**config.mk**
```make
export PLATFORM = sky130hd
export DESIGN_NAME = spcd_sqrt
export DESIGN_NICKNAME = d
export VERILOG_FILES = /design/src/design/spcd_pkg.sv /design/src/design/spcd_sqrt.sv
export SDC_FILE = /design/constraint.sdc
export NUM_CORES = 2
export LEC_CHECK = 0
export BUFFER_PORTS_ARGS = -buffer_cell sky130_fd_sc_hd__buf_2
export CAP_MARGIN = 20
export CORE_AREA = 2 2 509 258
export DETAILED_ROUTE_END_ITERATION = 10
export DIE_AREA = 0 0 511 260
export GPL_ROUTABILITY_DRIVEN = 0
export PLACE_DENSITY = 0.76
export SYNTH_ARGS = -nofsm -noshare
export SYNTH_HDL_FRONTEND = slang
export SYNTH_SLANG_ARGS = --single-unit
```
**constraint.sdc**
```tcl
create_clock -name i_clk -period 4.12 [get_ports i_clk]
set_input_delay 0.206 -clock i_clk [delete_from_list [all_inputs] [get_ports i_clk]]
set_output_delay 0.206 -clock i_clk [all_outputs]
set_load 0.01 [all_outputs]
```
**src/design/spcd_pkg.sv**
```systemverilog
// shared types for the shape pair collision pipeline
// no dependencies; imported by every module of the block but the checker
package spcd_pkg;

    typedef enum logic [1:0] {
        KIND_CC   = 2'd0,
        KIND_BB   = 2'd1,
        KIND_CB   = 2'd2,
        KIND_NONE = 2'd3
    } t_kind;

endpackage

```
**src/design/spcd_sqrt.sv**
```systemverilog
// pipelined rounded square root, one root bit per stage plus a rounding stage
// carries a side tag along with each beat; depends on spcd_pkg
module spcd_sqrt #(
    parameter int S_W   = 49,
    parameter int TAG_W = 1
) (
    input  logic                     i_clk,
    input  logic                     i_rst_n,
    input  logic                     i_en,
    input  logic                     i_valid,
    input  logic [S_W-1:0]           i_s,
    input  logic [TAG_W-1:0]         i_tag,
    output logic                     o_valid,
    output logic [(S_W+3)/2-1:0]     o_len,
    output logic [TAG_W-1:0]         o_tag
);
    import spcd_pkg::*;

    localparam int K = (S_W + 3) / 2;

    logic [2*K-1:0]   r_n    [K];
    logic [K+1:0]     r_rem  [K];
    logic [K-1:0]     r_root [K];
    logic [TAG_W-1:0] r_tag  [K];
    logic             r_vld  [K];
    logic [K:0]       rnd;

    for (genvar j = 0; j < K; j++) begin : g_step
        logic [2*K-1:0]   n_in;
        logic [K+1:0]     rem_in, rem_t, trial;
        logic [K-1:0]     root_in;
        logic [TAG_W-1:0] tag_in;
        logic             vld_in, ge;

        if (j == 0) begin : g_first
            assign n_in    = (2*K)'({i_s, 2'b00});
            assign rem_in  = '0;
            assign root_in = '0;
            assign tag_in  = i_tag;
            assign vld_in  = i_valid;
        end else begin : g_next
            assign n_in    = r_n[j-1];
            assign rem_in  = r_rem[j-1];
            assign root_in = r_root[j-1];
            assign tag_in  = r_tag[j-1];
            assign vld_in  = r_vld[j-1];
        end

        // bring down the next radicand pair and try root*4+1
        assign rem_t = {rem_in[K-1:0], n_in[2*K-1 -: 2]};
        assign trial = {root_in, 2'b01};
        assign ge    = rem_t >= trial;

        always_ff @(posedge i_clk) begin
            if (!i_rst_n) begin
                r_vld[j] <= 1'b0;
            end else if (i_en) begin
                r_vld[j] <= vld_in;
            end
        end

        always_ff @(posedge i_clk) begin
            if (i_en) begin
                r_n[j]    <= n_in << 2;
                r_rem[j]  <= ge ? rem_t - trial : rem_t;
                r_root[j] <= {root_in[K-2:0], ge};
                r_tag[j]  <= tag_in;
            end
        end
    end

    // root of 4s halved with rounding gives round-to-nearest of sqrt(s)
    assign rnd = (K+1)'(r_root[K-1]) + (K+1)'(1);

    always_ff @(posedge i_clk) begin
        if (!i_rst_n) begin
            o_valid <= 1'b0;
        end else if (i_en) begin
            o_valid <= r_vld[K-1];
        end
    end

    always_ff @(posedge i_clk) begin
        if (i_en) begin
            o_len <= rnd[K:1];
            o_tag <= r_tag[K-1];
        end
    end

endmodule

```
# Yosys cells after proc, flatten, opt, wreduce, memory -nomap -nowiden
# Memory sizes are Yosys's and may differ from the RTL's. A register that Yosys moved wholly into a read port is not among the register bits.
# Index checks and enable logic that the tools add are counted.
op_classes:
  n_reduce_logical: 1
  muxes: 57
  n_lt_le_gt_ge: 26
  bitwise: 26
  n_addsub: 27
op_table:
  columns: ["op", "count"]
  rows:
  - ["$mux W28", 26]
  - ["$ge A28 B28 Y1", 25]
  - ["$sub A28 B28 Y28", 25]
  - ["$mux W1", 31]
  - ["$add A26 B1 Y27 const B", 1]
  - ["$or A1 B1 Y1", 26]
  - ["$sub A1 B1 Y2 const B", 1]
  - ["$ge A1 B1 Y1 const B", 1]
  - ["$logic_not A1 Y1", 1]
totals:
  regBits: 26
  mem_bits_rw: 2756
  memories: 5
memory_table:
  columns: ["name", "depth", "width", "rd", "rd_ports_with_merged_regs", "wr", "line", "source"]
  rows:
  - ["r_n", 26, 50, 25, 0, 26, "spcd_sqrt.sv:21", "logic [2*K-1:0] r_n [K];"]
  - ["r_rem", 26, 28, 25, 0, 26, "spcd_sqrt.sv:22", "logic [K+1:0] r_rem [K];"]
  - ["r_root", 26, 26, 26, 0, 26, "spcd_sqrt.sv:23", "logic [K-1:0] r_root [K];"]
  - ["r_tag", 26, 1, 26, 1, 26, "spcd_sqrt.sv:24", "logic [TAG_W-1:0] r_tag [K];"]
  - ["r_vld", 26, 1, 26, 1, 26, "spcd_sqrt.sv:25", "logic r_vld [K];"]

# Logic depth before layout (Yosys ltp)
depth:
  ltp_word: 4
  mapped_depth: 13
  mapped_depth_nobuf: 11

# Least setup slack after synthesis
# No wires, ideal clock.
synth_path:
  path_kind: "register to register"
  start: "memory r_rem[23][13] (netlist bit)"
  end: "memory r_rem[24][19] (netlist bit), data pin"
  required_ns: 3.860
  stages_incl_launch_ff: 12
  slack_ns: 0.894
  t_arrival_ns: 2.967
  cell_sequence: "edfxtp_1 > ha_1 > clkbuf_1 > nand4_1 > or4b_2 > a211oi_1 > a211oi_1 > o21ai_0 > a21oi_1 > o21ai_2 > buf_4 > mux2_2"
synth_rtl:
  columns: ["element", "line"]
  rows:
  - ["start, declared", "spcd_sqrt.sv:22"]

==> out/qor.yml <==
cts.clk_slew.worst_paths_ns: 0.07
drt_iter0_markers: 3641
period_needed_ns: 3.69
grt_pass1_vias: 46600
dieArea_mm2: 0.133
dp_cells: 7644
cts_tree: "yes"
synthesis.nets: 6331
preCtsSetupSlack_ns: 0.506
syn_area_mm2: 0.0766
synth_async_sr_flop_share_pct: 0
hold_class: "input pin to flip-flop"
rows: 93
routed_wl_mm: 140
crit_fanout: 36
synth-edff-count: 1639
critPathMostFrequentCell: "o21ai_0"
die_y_um: 260
ys.flop_type: "edfxtp_1"
status: "finished clean"
grt_util_all_layers_pct: 20.8
fin_crit_sh_pct: 89.5
worst_slack_ns: 0.433
skew_ns: 0.0273
max_cap_violations: 0
finalSetupViolCount: 0
power_frac_clock_pct: 29.9
holdWs_ns: 0.126
cp-end-kind: "flip-flop"
ys_seq_area_share_pct: 64.3
post_cts_resized: 0
fmax_ghz: 0.271
avgSynthCellArea_um2: 13.0
num_vias: 46600
critPathRequiredTime_ns: 4.65
path_delay_family: "compound AO/OA/AOI/OAI gates"
crit_type: "flip-flop to flip-flop"
io_pins: 82
core_area_mm2: 0.128
switching_share_pct: 27.9
total_power_mw: 44.8
initial_utilization_pct: 59.8
final_cells: 7966
drive_gt1_share_pct: 7.34
path_cells: "ha_1 -> o21ai_0 -> a21oi_1 -> o21ai_0 -> o21ai_0 -> a211o_1 -> a31oi_1 -> inv_2 -> mux2_2"
p_comb_share_pct: 20.4
areaGrowthSynthToFinish_pct: 10.3
nFillCells: 8771
viasPerCell: 5.85
critPathLaunchType: "flip-flop"
ys_seq_elements: 1641
final_core_util_pct: 66.0
fin_area_mm2: 0.0845
synth_cell_types: 92
fin_setup_tns_ns: 0
clock_path_buffers: 3
power_frac_seq_pct: 49.7
antenna_left: 0
critPathMaxStageDelay_ns: 0.50
dp_hpwl_mm: 95.6
crit_arrival_ns: 4.21
h-tree-depth: 4
cp_num_buf_inv: 1
ys_warn_count: 0
power_density_mw_per_mm2: 530
clock-root-buffer: "clkbuf_16"
grt_overflow: 0
dr.pass1.iters: 8
place_area_mm2: 0.0793
grt_first_pass_wirelength_mm: 226
cp-startpoint: "r_rem[19][1]$_DFFE_PP_"
grt_max_degree: 167
leakagePower_nw: 32.3
worst_slew_pin_slew_ns: 1.12
drv_slew: 0
cts_setup_buffers: 0
hold_viol: 0
port_buffers: 81
cp_slowest_cell: "a31oi_1"
antenna_found_initial: 1
clk-insertion-delay-late_ns: 0.79
crit-reg2reg-launch: "r_rem[19][1]$_DFFE_PP_"
peakVddDrop_uv: 502
route.detailed.drc: 0
switchingPower_mw: 12.5
synthCells: 5900
cts.sinks: 1641
internal-power_mw: 32.3
numCtsBuffers: 146
fin_nets: 6568
min_from: "i_s[14]"
slew_headroom_pct: 23.3
die_w_um: 511
rsz0062_at_grt: "no"
wl_per_cell_um: 17.5
routing by layer:
layer | global-route usage [%] | up-vias | wire, µm
met5 | 0 | - | 0
met4 | 10.1 | 0 | 5930
met3 | 2.93 | 407 | 6110
met2 | 38.4 | 1455 | 72600
met1 | 23.8 | 22400 | 55100
li1 | - | 22400 | -
power groups by stage:
| stage | Clock [mW] | Combinational, mW | Sequential, mW |
|---|---|---|---|
| after floorplan | 0 | 6.77 | 22.1 |
| after global placement | 0 | 8.43 | 22.5 |
| after detailed placement | 0 | 8.88 | 22.6 |
| after CTS | 13.7 | 9.00 | 22.2 |
| after global routing | 14.4 | 10.1 | 22.4 |
| final | 13.4 | 9.13 | 22.3 |
cell usage after synthesis (all sizes together), types with 11 or more instances:
| library cell | n | share of area [%] |
|---|---|---|
| edfxtp | 1639 | 64 |
| inv | 475 | 2.3 |
| nand2 | 429 | 2.1 |
| ha | 377 | 6.2 |
| nor2 | 352 | 1.7 |
| o21ai | 322 | 2.1 |
| a21oi | 312 | 2.0 |
| xor2 | 255 | 2.9 |
| xnor2 | 247 | 2.8 |
| nor3 | 143 | 0.93 |
| a21o | 121 | 1.2 |
| nand3 | 86 | 0.56 |
| o21a | 78 | 0.76 |
| clkbuf | 73 | 0.36 |
| nor4 | 70 | 0.61 |
| nand2b | 67 | 0.55 |
| mux2 | 66 | 0.97 |
| nand4 | 63 | 0.51 |
| nor2b | 59 | 0.48 |
| or3 | 57 | 0.47 |
| and3 | 54 | 0.44 |
| o31ai | 52 | 0.51 |
| a211oi | 51 | 0.50 |
| o211ai | 32 | 0.31 |
| o21bai | 31 | 0.30 |
| a31oi | 30 | 0.25 |
| or2 | 28 | 0.23 |
| buf | 26 | 0.17 |
| or4 | 26 | 0.25 |
| a21boi | 23 | 0.23 |
| and2 | 22 | 0.18 |
| a2111oi | 20 | 0.25 |
| nand3b | 19 | 0.19 |
| o2111ai | 15 | 0.17 |
| nor3b | 14 | 0.14 |
| nand4b | 13 | 0.15 |
| nor4b | 12 | 0.14 |
| a211o | 11 | 0.13 |
| mux2i | 11 | 0.14 |
worst reg2reg max path, cell delays in order (launching register included):
cell and delay, ns:
edfxtp_1 0.41, ha_1 0.38, o21ai_0 0.18, a21oi_1 0.10, o21ai_0 0.44, o21ai_0 0.27, a211o_1 0.35, a31oi_1 0.50
inv_2 0.43, mux2_2 0.39
final cells by class:
| type | instances | area (µm²) | area share, % |
|---|---|---|---|
| Sequential cell | 1641 | 49300 | 58.3 |
| Antenna cell | 1 | 2.50 | 0.00296 |
| Clock buffer | 190 | 3900 | 4.62 |
| Inverter | 475 | 1780 | 2.11 |
| Tap cell | 1710 | 2140 | 2.53 |
| Multi-Input combinational cell | 3685 | 25200 | 29.8 |
| Timing Repair Buffer | 188 | 1480 | 1.75 |
| Clock inverter | 76 | 772 | 0.913 |
path summary, 6_finish.rpt:
kind | cells after the start | slack (ns) | endpoint
worst max register to register | 9 | 0.43 | r_rem[20][7]$_DFFE_PP_
worst max-delay path | 9 | 0.43 | r_rem[20][7]$_DFFE_PP_
worst min register to register | 0 | 0.41 | r_n[1][32]$_DFFE_PP_
worst min-delay path | 2 | 0.13 | r_n[0][16]$_DFFE_PP_
cells in the final DEF (no fill, tap or decap), types with 67 or more instances in the layout:
cell type / netlist / layout
nand3_1: 86 / 86
nand2b_1: 67 / 67
nor2_1: 352 / 352
nand2_1: 429 / 429
xnor2_1: 247 / 247
edfxtp_1: 1639 / 1639
clkbuf_16: 0 / 149
nor3_1: 143 / 142
xor2_1: 255 / 255
nor4_1: 67 / 67
o21ai_0: 320 / 320
ha_1: 377 / 377
a21o_1: 121 / 121
buf_2: 17 / 80
a21oi_1: 311 / 310
inv_1: 473 / 473
o21a_1: 78 / 78
state kept, by name (all words and copies together), names as in the netlist:
register	cells
o_len	26
o_tag	1
o_valid	1
r_n	600
r_rem	610
r_root	351
r_tag	26
r_vld	26
kinds of logic (layout without fill, tap and decap cells):
family	count (synthesis)	after routing	synth area share [%]
AO/OA/AOI/OAI	1195	1195	9.92
XOR/XNOR	502	502	5.74
adder cells (fa/ha/maj)	377	377	6.16
buffers and inverters	574	929	2.86
flip-flops	1641	1641	64.3
multiplexers	77	77	1.11
other	1	2	0.00490
AND/OR/NAND/NOR	1533	1533	9.90
timing repair:
item	4_1_cts	5_1_grt
endpoints found under the hold margin	144	0
endpoints found under the setup margin	0	0
hold buffers	54	0
Note: power is estimated with default switching activity, not from simulation.
